==> src/rtl/assert_macros.svh <==
// assertion helpers shared by the rtl files
`ifndef ASSERT_MACROS_SVH
`define ASSERT_MACROS_SVH

// property checked on every rising edge outside reset
`define WSDQ_ASSERT(lbl, prop, msg) \
  lbl: assert property (@(posedge clk) disable iff (!rst_n) (prop)) else $error(msg);

// expression that must never be true outside reset
`define WSDQ_NEVER(lbl, expr, msg) \
  lbl: assert property (@(posedge clk) disable iff (!rst_n) !(expr)) else $error(msg);

`endif

==> src/rtl/wsdq_pkg.sv <==
// ----------------------------------------------------------------------------
// wsdq_pkg
// shared types and constants of the subband dead-zone quantizer
// ----------------------------------------------------------------------------
package wsdq_pkg;

  localparam int COEF_W = 32;
  localparam int POS_W  = 12;
  localparam int DIM_W  = 13;
  localparam int EXP_W  = 5;
  localparam int MANT_W = 11;
  localparam int ROFS_W = 8;
  localparam int LVL_W  = 4;
  localparam int E_W    = 8;

  // configuration register map, word index
  typedef enum logic [2:0] {
    REG_DIRECTION = 3'd0,
    REG_HEIGHT    = 3'd1,
    REG_WIDTH     = 3'd2,
    REG_RANGE     = 3'd3,
    REG_EXPONENT  = 3'd4,
    REG_MANTISSA  = 3'd5,
    REG_ROFFSET   = 3'd6,
    REG_NONE      = 3'd7
  } reg_idx_t;

  // classified item handed from front to back
  typedef struct packed {
    logic              covered;
    logic [E_W-1:0]    e;        // two's complement step exponent
    logic [COEF_W-1:0] coef;
  } item_t;

  // queue status seen by the front and the back
  typedef struct packed {
    logic full;
    logic empty;
  } q_stat_t;

endpackage

==> src/rtl/wsdq_front.sv <==
// ----------------------------------------------------------------------------
// wsdq_front
// accepts coefficients, finds subband level and gain, forms the step exponent
// ----------------------------------------------------------------------------
module wsdq_front #(
  parameter int TRANSFORM_DEPTH = 3
) (
  input  logic                         clk,
  input  logic                         rst_n,
  input  logic                         in_valid,
  output logic                         in_ready,
  input  logic [wsdq_pkg::POS_W-1:0]   in_row,
  input  logic [wsdq_pkg::POS_W-1:0]   in_col,
  input  logic [wsdq_pkg::COEF_W-1:0]  in_coefficient,
  input  logic [wsdq_pkg::DIM_W-1:0]   image_height,
  input  logic [wsdq_pkg::DIM_W-1:0]   image_width,
  input  logic [wsdq_pkg::EXP_W-1:0]   dynamic_range,
  input  logic [wsdq_pkg::EXP_W-1:0]   base_exponent,
  input  wsdq_pkg::q_stat_t            q_stat,
  output logic                         push,
  output wsdq_pkg::item_t              push_item
);

  logic                         fv_r;
  wsdq_pkg::item_t              item_r;
  wsdq_pkg::item_t              item_nxt;
  logic [13:0]                  sh, sw, dh, dw, row_x, col_x;
  logic                         covered;
  logic [wsdq_pkg::LVL_W-1:0]   level;
  logic [1:0]                   gain;

  assign in_ready  = !fv_r || !q_stat.full;
  assign push      = fv_r && !q_stat.full;
  assign push_item = item_r;

  always_comb begin
    sh      = 14'({1'b0, image_height} >> TRANSFORM_DEPTH);
    sw      = 14'({1'b0, image_width} >> TRANSFORM_DEPTH);
    row_x   = {2'b0, in_row};
    col_x   = {2'b0, in_col};
    covered = 1'b0;
    level   = '0;
    gain    = 2'd0;
    dh      = '0;
    dw      = '0;
    // lowest detail level wins, so walk from the top down
    for (int i = TRANSFORM_DEPTH - 1; i >= 0; i--) begin
      dh = sh << i;
      dw = sw << i;
      if (row_x < (dh << 1) && col_x < (dw << 1) && (row_x >= dh || col_x >= dw)) begin
        covered = 1'b1;
        level   = wsdq_pkg::LVL_W'(i);
        gain    = (row_x >= dh && col_x >= dw) ? 2'd2 : 2'd1;
      end
    end
    if (row_x < sh && col_x < sw) begin
      covered = 1'b1;
      level   = '0;
      gain    = 2'd0;
    end
    item_nxt.covered = covered;
    item_nxt.e       = {3'b0, dynamic_range} + {6'b0, gain} - {3'b0, base_exponent}
                     - {4'b0, level} + wsdq_pkg::E_W'(TRANSFORM_DEPTH);
    item_nxt.coef    = in_coefficient;
  end

  always_ff @(posedge clk) begin
    if (!rst_n) begin
      fv_r <= 1'b0;
    end else if (in_ready) begin
      fv_r <= in_valid;
    end
  end

  always_ff @(posedge clk) begin
    if (in_ready && in_valid) begin
      item_r <= item_nxt;
    end
  end

endmodule

==> src/rtl/wsdq_queue.sv <==
// ----------------------------------------------------------------------------
// wsdq_queue
// two-entry queue between the classifier and the arithmetic pipeline
// ----------------------------------------------------------------------------
`include "assert_macros.svh"

module wsdq_queue (
  input  logic             clk,
  input  logic             rst_n,
  input  logic             push,
  input  wsdq_pkg::item_t  push_item,
  input  logic             pop,
  output wsdq_pkg::item_t  pop_item,
  output wsdq_pkg::q_stat_t q_stat
);

  wsdq_pkg::item_t mem_r [2];
  logic            wr_ptr_r, rd_ptr_r;
  logic [1:0]      cnt_r;

  assign q_stat.full  = (cnt_r == 2'd2);
  assign q_stat.empty = (cnt_r == 2'd0);
  assign pop_item     = mem_r[rd_ptr_r];

  always_ff @(posedge clk) begin
    if (!rst_n) begin
      wr_ptr_r <= 1'b0;
      rd_ptr_r <= 1'b0;
      cnt_r    <= 2'd0;
    end else begin
      if (push) wr_ptr_r <= !wr_ptr_r;
      if (pop)  rd_ptr_r <= !rd_ptr_r;
      if (push && !pop) cnt_r <= cnt_r + 2'd1;
      else if (pop && !push) cnt_r <= cnt_r - 2'd1;
    end
  end

  always_ff @(posedge clk) begin
    if (push) mem_r[wr_ptr_r] <= push_item;
  end

  `WSDQ_NEVER(a_no_overflow, push && cnt_r == 2'd2, "queue push while full")
  `WSDQ_NEVER(a_no_underflow, pop && cnt_r == 2'd0, "queue pop while empty")

endmodule

==> src/rtl/wsdq_back.sv <==
// ----------------------------------------------------------------------------
// wsdq_back
// step arithmetic: pipelined divider for quantize, multiplier for reconstruct
// ----------------------------------------------------------------------------
`include "assert_macros.svh"

module wsdq_back #(
  parameter int FRACTION_BITS = 8
) (
  input  logic                          clk,
  input  logic                          rst_n,
  input  wsdq_pkg::q_stat_t             q_stat,
  input  wsdq_pkg::item_t               pop_item,
  output logic                          pop,
  input  logic                          direction,
  input  logic [wsdq_pkg::MANT_W-1:0]   step_mantissa,
  input  logic [wsdq_pkg::ROFS_W-1:0]   recon_offset,
  output logic                          out_valid,
  input  logic                          out_ready,
  output logic [wsdq_pkg::COEF_W-1:0]   out_result,
  output logic                          out_saturated
);

  localparam int QB     = 33;          // quotient bits kept
  localparam int BPS    = 3;           // quotient bits per stage
  localparam int STAGES = QB / BPS + 1;
  localparam int SMAX   = 44;
  localparam int NW     = 32 + SMAX;
  localparam int MW     = QB + 16;

  typedef struct packed {
    logic              fwd;
    logic              inv;
    logic              neg;
    logic [31:0]       pass;
    logic [11:0]       rem;
    logic [QB-1:0]     num;
    logic [QB-1:0]     quo;
    logic              ovf;
    logic [52:0]       p;
    logic signed [8:0] t;
  } bk_t;

  bk_t               st_r [STAGES];
  bk_t               st_nxt [STAGES];
  bk_t               entry_nxt;
  logic [STAGES-1:0] vld_r;
  logic              adv;
  logic              out_valid_r, out_saturated_r, out_saturated_nxt;
  logic [31:0]       out_result_r, out_result_nxt;
  logic [11:0]       m;

  assign m   = {1'b1, step_mantissa};
  assign adv = !out_valid_r || out_ready;
  assign pop = adv && !q_stat.empty;

  function automatic bk_t div_steps(input bk_t x, input logic [11:0] d);
    bk_t         y;
    logic [12:0] r2;
    y = x;
    for (int j = 0; j < BPS; j++) begin
      r2    = {y.rem, y.num[QB-1]};
      y.num = {y.num[QB-2:0], 1'b0};
      if (r2 >= {1'b0, d}) begin
        y.rem = 12'(r2 - {1'b0, d});
        y.quo = {y.quo[QB-2:0], 1'b1};
      end else begin
        y.rem = r2[11:0];
        y.quo = {y.quo[QB-2:0], 1'b0};
      end
    end
    return y;
  endfunction

  function automatic bk_t inv_shift(input bk_t x);
    bk_t         y;
    logic [83:0] sh;
    logic [8:0]  k;
    y  = x;
    sh = '0;
    k  = 9'(-x.t);
    if (x.t < 0) begin
      sh = (k >= 9'd53) ? '0 : ({31'b0, x.p} >> k[5:0]);
      y.ovf = |sh[83:QB];
    end else if (x.t > 9'sd31) begin
      y.ovf = |x.p;
    end else begin
      sh = {31'b0, x.p} << x.t[4:0];
      y.ovf = |sh[83:QB];
    end
    y.quo = sh[QB-1:0];
    return y;
  endfunction

  // entry stage: magnitude, dividend alignment, product
  always_comb begin
    logic [31:0]       v, a;
    logic signed [8:0] s, e9;
    logic [8:0]        k;
    logic [NW-1:0]     n_al;
    logic              big;
    logic [42:0]       hi;
    logic [40:0]       n;
    v    = pop_item.coef;
    a    = v[31] ? (~v + 32'd1) : v;
    e9   = $signed({pop_item.e[7], pop_item.e});
    s    = 9'sd11 - $signed(9'(FRACTION_BITS)) - e9;
    k    = 9'(-s);
    big  = 1'b0;
    n_al = '0;
    if (s < 0) begin
      n_al = (k >= 9'd32) ? '0 : NW'(a >> k[4:0]);
    end else if (s > 9'sd44) begin
      big = |a;
    end else begin
      n_al = {{SMAX{1'b0}}, a} << s[5:0];
    end
    hi = n_al[NW-1:QB];
    n  = {1'b0, a, 8'b0} + (41'({33'b0, recon_offset}) << FRACTION_BITS);
    entry_nxt.fwd  = pop_item.covered && !direction;
    entry_nxt.inv  = pop_item.covered && direction;
    entry_nxt.neg  = v[31];
    entry_nxt.pass = v;
    entry_nxt.rem  = hi[11:0];
    entry_nxt.num  = n_al[QB-1:0];
    entry_nxt.quo  = '0;
    entry_nxt.ovf  = big || (|hi[42:12]) || (hi[11:0] >= m);
    entry_nxt.p    = {12'b0, n} * {41'b0, m};
    entry_nxt.t    = e9 - 9'sd19;
  end

  always_comb begin
    st_nxt[0] = entry_nxt;
    for (int i = 1; i < STAGES; i++) begin
      if (st_r[i-1].fwd) st_nxt[i] = div_steps(st_r[i-1], m);
      else if (st_r[i-1].inv && i == 1) st_nxt[i] = inv_shift(st_r[i-1]);
      else st_nxt[i] = st_r[i-1];
    end
  end

  // saturation and sign
  always_comb begin
    bk_t         x;
    logic [MW-1:0] magw, lim;
    logic        sat;
    x    = st_r[STAGES-1];
    magw = x.fwd ? (MW'(x.quo) << FRACTION_BITS) : MW'(x.quo);
    lim  = x.neg ? MW'(32'h8000_0000) : MW'(32'h7FFF_FFFF);
    sat  = x.ovf || (magw > lim);
    if (!x.fwd && !x.inv) begin
      out_result_nxt    = x.pass;
      out_saturated_nxt = 1'b0;
    end else if (sat) begin
      out_result_nxt    = x.neg ? 32'h8000_0000 : 32'h7FFF_FFFF;
      out_saturated_nxt = 1'b1;
    end else begin
      out_result_nxt    = x.neg ? (~magw[31:0] + 32'd1) : magw[31:0];
      out_saturated_nxt = 1'b0;
    end
  end

  always_ff @(posedge clk) begin
    if (!rst_n) begin
      vld_r       <= '0;
      out_valid_r <= 1'b0;
    end else if (adv) begin
      vld_r       <= {vld_r[STAGES-2:0], pop};
      out_valid_r <= vld_r[STAGES-1];
    end
  end

  always_ff @(posedge clk) begin
    if (adv) begin
      for (int i = 0; i < STAGES; i++) st_r[i] <= st_nxt[i];
      out_result_r    <= out_result_nxt;
      out_saturated_r <= out_saturated_nxt;
    end
  end

  assign out_valid     = out_valid_r;
  assign out_result    = out_result_r;
  assign out_saturated = out_saturated_r;

  `WSDQ_ASSERT(a_sat_limit, out_valid_r && out_saturated_r |->
    out_result_r == 32'h8000_0000 || out_result_r == 32'h7FFF_FFFF,
    "saturated result is not a range limit")

endmodule

==> src/rtl/wavelet_subband_deadzone_quantizer.sv <==
// ----------------------------------------------------------------------------
// wavelet_subband_deadzone_quantizer
// subband-aware dead-zone quantizer and reconstructor for wavelet coefficients
// ----------------------------------------------------------------------------
// path from input transfer to out_valid: front register, queue slot, entry stage,
//   11 divide stages and the output register
// throughput: one transfer per cycle in both directions while out_ready is high,
//   set by the 3-bit-per-stage divider pipeline, taking a new dividend every cycle
// reset: rst_n is synchronous, active low; clears handshake state and loads the
//   register defaults (forward, 512 x 512, range 8, exponent 8, mantissa 0, offset 128)
module wavelet_subband_deadzone_quantizer #(
  parameter int TRANSFORM_DEPTH = 3,
  parameter int FRACTION_BITS   = 8
) (
  input  logic        clk,
  input  logic        rst_n,
  // coefficient input
  input  logic        in_valid,
  output logic        in_ready,
  input  logic [11:0] in_row,
  input  logic [11:0] in_col,
  input  logic [31:0] in_coefficient,
  // result output
  output logic        out_valid,
  input  logic        out_ready,
  output logic [31:0] out_result,
  output logic        out_saturated,
  // register port
  input  logic        psel,
  input  logic        penable,
  input  logic        pwrite,
  input  logic [4:0]  paddr,
  input  logic [31:0] pwdata,
  output logic [31:0] prdata,
  output logic        pready
);

  // configuration registers
  logic                               direction_r;
  logic [wsdq_pkg::DIM_W-1:0]         height_r, width_r;
  logic [wsdq_pkg::EXP_W-1:0]         range_r, exponent_r;
  logic [wsdq_pkg::MANT_W-1:0]        mantissa_r;
  logic [wsdq_pkg::ROFS_W-1:0]        roffset_r;
  wsdq_pkg::reg_idx_t                 reg_idx;
  logic                               wr_en;

  // front to queue to back
  wsdq_pkg::q_stat_t                  q_stat;
  wsdq_pkg::item_t                    push_item, pop_item;
  logic                               push, pop;

  assign pready  = 1'b1;
  assign reg_idx = wsdq_pkg::reg_idx_t'(paddr[4:2]);
  // write lands in the access phase
  assign wr_en   = psel && penable && pwrite;

  always_ff @(posedge clk) begin
    if (!rst_n) begin
      direction_r <= 1'b0;
      height_r    <= 13'd512;
      width_r     <= 13'd512;
      range_r     <= 5'd8;
      exponent_r  <= 5'd8;
      mantissa_r  <= '0;
      roffset_r   <= 8'd128;
    end else if (wr_en) begin
      case (reg_idx)
        wsdq_pkg::REG_DIRECTION: direction_r <= pwdata[0];
        wsdq_pkg::REG_HEIGHT:    height_r    <= pwdata[12:0];
        wsdq_pkg::REG_WIDTH:     width_r     <= pwdata[12:0];
        wsdq_pkg::REG_RANGE:     range_r     <= pwdata[4:0];
        wsdq_pkg::REG_EXPONENT:  exponent_r  <= pwdata[4:0];
        wsdq_pkg::REG_MANTISSA:  mantissa_r  <= pwdata[10:0];
        wsdq_pkg::REG_ROFFSET:   roffset_r   <= pwdata[7:0];
        default: ;
      endcase
    end
  end

  // read mux, zero extended
  always_comb begin
    case (reg_idx)
      wsdq_pkg::REG_DIRECTION: prdata = {31'b0, direction_r};
      wsdq_pkg::REG_HEIGHT:    prdata = {19'b0, height_r};
      wsdq_pkg::REG_WIDTH:     prdata = {19'b0, width_r};
      wsdq_pkg::REG_RANGE:     prdata = {27'b0, range_r};
      wsdq_pkg::REG_EXPONENT:  prdata = {27'b0, exponent_r};
      wsdq_pkg::REG_MANTISSA:  prdata = {21'b0, mantissa_r};
      wsdq_pkg::REG_ROFFSET:   prdata = {24'b0, roffset_r};
      default:                 prdata = '0;
    endcase
  end

  // classification: subband level, gain and step exponent
  wsdq_front #(
    .TRANSFORM_DEPTH (TRANSFORM_DEPTH)
  ) u_front (
    .clk            (clk),
    .rst_n          (rst_n),
    .in_valid       (in_valid),
    .in_ready       (in_ready),
    .in_row         (in_row),
    .in_col         (in_col),
    .in_coefficient (in_coefficient),
    .image_height   (height_r),
    .image_width    (width_r),
    .dynamic_range  (range_r),
    .base_exponent  (exponent_r),
    .q_stat         (q_stat),
    .push           (push),
    .push_item      (push_item)
  );

  // decoupling queue so either side can stall alone
  wsdq_queue u_queue (
    .clk       (clk),
    .rst_n     (rst_n),
    .push      (push),
    .push_item (push_item),
    .pop       (pop),
    .pop_item  (pop_item),
    .q_stat    (q_stat)
  );

  // arithmetic pipeline with the output register
  wsdq_back #(
    .FRACTION_BITS (FRACTION_BITS)
  ) u_back (
    .clk           (clk),
    .rst_n         (rst_n),
    .q_stat        (q_stat),
    .pop_item      (pop_item),
    .pop           (pop),
    .direction     (direction_r),
    .step_mantissa (mantissa_r),
    .recon_offset  (roffset_r),
    .out_valid     (out_valid),
    .out_ready     (out_ready),
    .out_result    (out_result),
    .out_saturated (out_saturated)
  );

endmodule

==> config.mk <==
export PLATFORM = sky130hd
export DESIGN_NAME = wavelet_subband_deadzone_quantizer
export DESIGN_NICKNAME = d
export VERILOG_FILES = /design/src/rtl/wsdq_pkg.sv /design/src/rtl/wsdq_front.sv /design/src/rtl/wsdq_queue.sv /design/src/rtl/wsdq_back.sv /design/src/rtl/wavelet_subband_deadzone_quantizer.sv
export VERILOG_INCLUDE_DIRS = /design/src /design/src/rtl
export SDC_FILE = /design/constraint.sdc
export NUM_CORES = 2
export LEC_CHECK = 0
export ABC_AREA = 1
export BUFFER_PORTS_ARGS = -buffer_cell sky130_fd_sc_hd__buf_2
export CORE_UTILIZATION = 50
export DETAILED_ROUTE_END_ITERATION = 10
export GPL_TIMING_DRIVEN = 0
export PLACE_DENSITY = 0.74
export SYNTH_ARGS = -nofsm -noshare
export SYNTH_HDL_FRONTEND = slang
export SYNTH_HIERARCHICAL = 1
export SYNTH_SLANG_ARGS = --single-unit
==> constraint.sdc <==
create_clock -name clk -period 42 [get_ports clk]
set_input_delay 4.2 -clock clk [delete_from_list [all_inputs] [get_ports clk]]
set_output_delay 4.2 -clock clk [all_outputs]
set_load 0.02 [all_outputs]
# Word-level counts from Yosys, hierarchy flattened
# Memories as Yosys holds them, arrays and structs flattened. A register that Yosys moved wholly into a read port is not among the register bits.
# Index checks and enable logic that the tools add are counted.
op_classes:
  n_addsub: 46
  n_mul: 1
  magnitude_cmp: 55
  n_eq_ne: 7
  shift: 4
  muxes: 139
  bitwise: 2
  reduce_logical: 55
op_table:
  columns: ["op", "n"]
  rows:
  - ["two-way mux 176 bit", 11]
  - ["two-way mux 12 bit", 55]
  - ["greater-or-equal comparator 13 x 12 -> 1 bit", 33]
  - ["subtractor 12 bit", 33]
  - ["two-way mux 76 bit", 3]
  - ["two-way mux 32 bit", 6]
  - ["two-way mux 175 bit", 1]
  - ["OR reduction 51 bit", 2]
  - ["case mux 13 bit (7 select lines)", 1]
  - ["two-way mux 84 bit", 1]
  - ["left shift 53 x 5 -> 84 bit", 1]
  - [">> shifter 53 x 6 -> 84 bit", 1]
  - ["left shift 32 x 6 -> 76 bit", 1]
  - [">> shifter 32 x 5 -> 76 bit", 1]
  - ["two-way mux 33 bit", 2]
  - ["adder 32 x 1 -> 32 bit (second input constant)", 2]
  - ["NOT 32 bit", 2]
  - ["multiplier 41 x 12 -> 53 bit", 1]
  - ["OR reduction 53 bit", 1]
  - ["> comparator 49 bit", 1]
  - ["two-way mux 1 bit", 45]
  - ["adder 40 x 16 -> 41 bit", 1]
  - ["two-way mux 41 bit", 1]
  - ["greater-or-equal comparator 12 bit", 3]
  - ["other kinds (35)", 100]
word_totals:
  register_bits: 148
  mem_bits_rw: 2194
  out_inout_bits: 68
  wordCells: 329
  memories: 2
mem_list:
  columns: ["name", "words", "width", "read_ports", "rd_clocked_by_memory_dff", "wr", "line_no", "rtl"]
  rows:
  - ["u_back.st_r", 12, 176, 12, 0, 12, "wsdq_back.sv:44", "bk_t st_r [STAGES];"]
  - ["u_queue.mem_r", 2, 41, 1, 1, 1, "wsdq_queue.sv:17", "wsdq_pkg::item_t mem_r [2];"]

# Longest topological paths before layout
logic_depth:
  depth_word: 11
  ltp_mapped: 52

# By module
# The synthesis kept the hierarchy.
modules_own_cells:
  columns: ["mod", "instances", "cells_each", "area_each_um2", "seq_area_each_um2"]
  rows:
  - ["wsdq_back", 1, 10581, 89253.1, 36294.8]
  - ["wsdq_front", 1, 494, 4110.2, 1251.2]
  - ["wsdq_queue", 1, 163, 3393.3, 2562.5]
  - ["wavelet_subband_deadzone_quantizer", 1, 461, 2979.1, 1121.1]

# Worst setup path before layout
# OpenSTA, ideal clock, no wires.
synth_path:
  path_kind: "input to register"
  startpoint: "in out_ready"
  endpoint: "reg u_back.out_result_r[0], in the netlist u_back/out_result[0] (enable)"
  setup_time_ns: 2.041
  t_arrival_ns: 36.873
  required_time_ns: 39.959
  setup_slack_ns: 3.086
  path_stages: 3
  n_path_buf: 1
  path_cell_list: "nor2_1 inv_1 clkbuf_1"
synth_between:
  elab_chain_cells: 1
synth_lines:
  columns: ["item", "line_no", "rtl"]
  rows:
  - ["from (decl)", "wavelet_subband_deadzone_quantizer.sv:25", "input logic out_ready,"]
  - ["logical OR 1 bit", "wsdq_back.sv:54", "assign adv = !out_valid_r || out_ready;"]
  - ["to (signal assigned)", "wsdq_back.sv:175", "out_result_r <= out_result_nxt;"]
  - ["to (decl)", "wsdq_back.sv:50", "logic [31:0] out_result_r, out_result_nxt;"]
# No other way between the ends.
# A chain may end at the register's enable or synchronous reset.

==> results.sh <==
export IMPL_finClkSkew_ps=104
export IMPL_place_port_buffers=124
export IMPL_synth_compound_area_share_pct=10.9
export IMPL_firstDrtPassIters=8
export IMPL_start_util_pct=50.4
export IMPL_setup_viol=0
export IMPL_cpMaxStageDelayCell="clkinv_2"
export IMPL_hold_path_class="flip-flop to flip-flop"
export IMPL_hold_viol=0
export IMPL_timing_rr_start="mantissa_r[7]"
export IMPL_end_kind="flip-flop"
export IMPL_synth_cells=11699
export IMPL_syn_cell_area_um2=99700
export IMPL_insertion_delay_ps=880
export IMPL_dieArea_um2=201000
export IMPL_hold_worst_slack_ps=369
export IMPL_ant_nets=0
export IMPL_fp_dieH_um=449
export IMPL_cp_arrival_ps=10720
export IMPL_dp_hpwl_um=236000
export IMPL_routed_wl_um=302000
export IMPL_tritoncts="built"
export IMPL_crit_end="u_back/st_r[0][239]"
export IMPL_core_region_area_um2=198000
export IMPL_timing_final_ws_setup_ps=31800
export IMPL_layout_common_cells="nand2_1 (3059), inv_1 (1437), edfxtp_1 (1323)"
export IMPL_drcViolationCount=0
export IMPL_wl_per_cell_um=20.4
export IMPL_grt_first_pass_wirelength_um=464000
export IMPL_layout_commonest_cell="nand2_1"
export IMPL_syn_to_final_growth_pct=10.1
export IMPL_crit_path_max_fanout=24
export IMPL_cts_setup_buffers=0
export IMPL_max_cap_violations=0
export IMPL_min_period_over_period_pct=24.3
export IMPL_grtUsageTotal_pct=29.5
export IMPL_num_nets_final=13082
export IMPL_grt_antenna_before_repair=6
export IMPL_dieWidth_um=449
export IMPL_pre_cts_ws_ps=32030
export IMPL_grt_pass1_vias=81671
export IMPL_synth_main_ff_cell="edfxtp_1"
export IMPL_synth_simple_area_share_pct=20.9
export IMPL_synth_fa_ha_area_share_pct=14.5
export IMPL_crit_family="compound AO/OA/AOI/OAI gates"
export IMPL_synth_xor_area_share_pct=3.45
export IMPL_slew_headroom_pct=12.4
export IMPL_r2r_setup_slack_ps=31800
export IMPL_max_stage_delay_ps=720
export IMPL_grt_overflow_total=0
export IMPL_synthArstFlopShare_pct=0
export IMPL_synth_top_family_by_area="simple AND/OR/NAND/NOR gates"
export IMPL_synthMuxAreaShare_pct=0.980
export IMPL_cts_clk_slew_worst_paths_ps=60
export IMPL_reg2regPathDepth=39
export IMPL_globalplace_congestion=1.01
export IMPL_fmax_mhz=98.1
export IMPL_drive_gt1_share_pct=6.98
export IMPL_crit_start="mantissa_r[7]"
export IMPL_h_tree_depth=4
export IMPL_cts_root_buffer="clkbuf_16"
export IMPL_synthDistinctLibCells=87
export IMPL_ctsResizeCount=0
export IMPL_cpMostUsedCell="nand2_1"
export IMPL_tightest_slew_ps=1300
export IMPL_rsz0062_at_grt="false"
export IMPL_critical_path_buf_inv_count=8
export IMPL_avgSynthCellArea_um2=8.53
export IMPL_timing_rr_end="u_back/st_r[0][239]"
export IMPL_worstPathRequired_ps=42520
export IMPL_rows=163
export IMPL_grt_max_degree=77
export IMPL_cts_made_buffers=148
export IMPL_worstSetupPathType="flip-flop to flip-flop"
export IMPL_yosysSeqAreaShare_pct=41.3
export IMPL_crit_path_start_kind="flip-flop"
export IMPL_drtIter0Drc=7745
export IMPL_synth_edf_count=1323
export IMPL_hold_buffers=0
export IMPL_postLayoutCoreUtil_pct=55.5
export IMPL_cp_depth=39
export IMPL_yosysWarnings=6
export IMPL_maxSlewViolCount=0
export IMPL_outcome="complete, no violations"
export IMPL_cts_buffer_depth=3
export IMPL_ys_ff_latch=1398
export IMPL_vias=83409
export IMPL_cts_sinks=1398
export IMPL_pin_count=168
export IMPL_viasPerCell=5.64
export IMPL_finalCriticalPeriod_ps=10200
==> through the flow <==
stage                TNS, ps  instance area [µm²]  std cells
floorplan                  0                99800      11727
global placement    -9215950               104000      14491
detailed placement         0               105000      14523
CTS                        0               110000      14796
global route               0               110000      14797
finish                     0               110000      14798
==> worst min-delay path by stage <==
stage                                endpoint                start  cells past startpoint  slack [ps]
after floorplan           u_back/st_r[0][317]  u_back/st_r[0][141]                      0         400
after global placement    u_back/st_r[0][317]  u_back/st_r[0][141]                      0         400
after detailed placement  u_back/st_r[0][502]  u_back/st_r[0][326]                      0         400
after CTS                 u_back/st_r[0][688]  u_back/st_r[0][512]                      0         370
after global routing      u_back/st_r[0][688]  u_back/st_r[0][512]                      0         370
final                     u_back/st_r[0][688]  u_back/st_r[0][512]                      0         370
==> logic make-up after synthesis <==
logic type,count (synthesis)
buf+inv,1962
compound gates,1987
xor+xnor,383
flops,1398
fa+ha+maj,949
mux,77
other cells,4
simple gates,4939
==> flip-flops by register name (all words and copies together) (netlist names), 2 cells and up, named ones only <==
| register | cells |
|---|---|
| exponent_r | 5 |
| height_r | 13 |
| mantissa_r | 11 |
| range_r | 5 |
| roffset_r | 8 |
| u_back/out_result | 32 |
| u_back/st_r | 1167 |
| u_back/vld_r | 12 |
| u_front/push_item | 41 |
| u_queue/cnt_r | 2 |
| u_queue/mem_r | 82 |
| width_r | 13 |
==> synthesized netlist by cell type, drive strengths merged (26+ instances only) <==
master	count	area (µm²)
inv	1484	5580
dfxtp	75	1500
o21ai	1158	5830
ha	602	7530
xor2	240	2190
nor3	77	415
clkbuf	262	985
fa	347	6950
mux2	45	657
edfxtp	1323	39700
o22ai	26	163
a21boi	32	248
nand4	97	626
or2	70	440
a31oi	60	397
nand3	833	4320
nor2	680	2740
nor4	44	282
xnor2	143	1250
mux2i	32	320
nand2	3110	11800
a21oi	495	2530
buf	193	1200
o211ai	81	613
==> routing by layer <==
layer | track usage [%] | share of wire, % | up-vias
met2 | 49.6 | 48 | 3362
met5 | 0 | 0.0083 | -
li1 | - | - | 39674
met1 | 37.8 | 41 | 39666
met4 | 13.2 | 4.8 | 4
met3 | 4.05 | 6.6 | 703
==> layout make-up <==
class | count | area (µm²)
Multi-Input combinational cell | 8367 | 50800
Clock buffer | 169 | 3780
Antenna cell | 2 | 5.00
Inverter | 1507 | 5680
Clock inverter | 104 | 1330
Timing Repair Buffer | 156 | 1450
Sequential cell | 1398 | 41200
Tap cell | 2640 | 3300
Fill cell | 17500 | 88100
Buffer | 455 | 2190
Power is left out: the tool's default activity adds up to more than one toggle a clock period on the data nets, which glitch-free logic cannot reach.
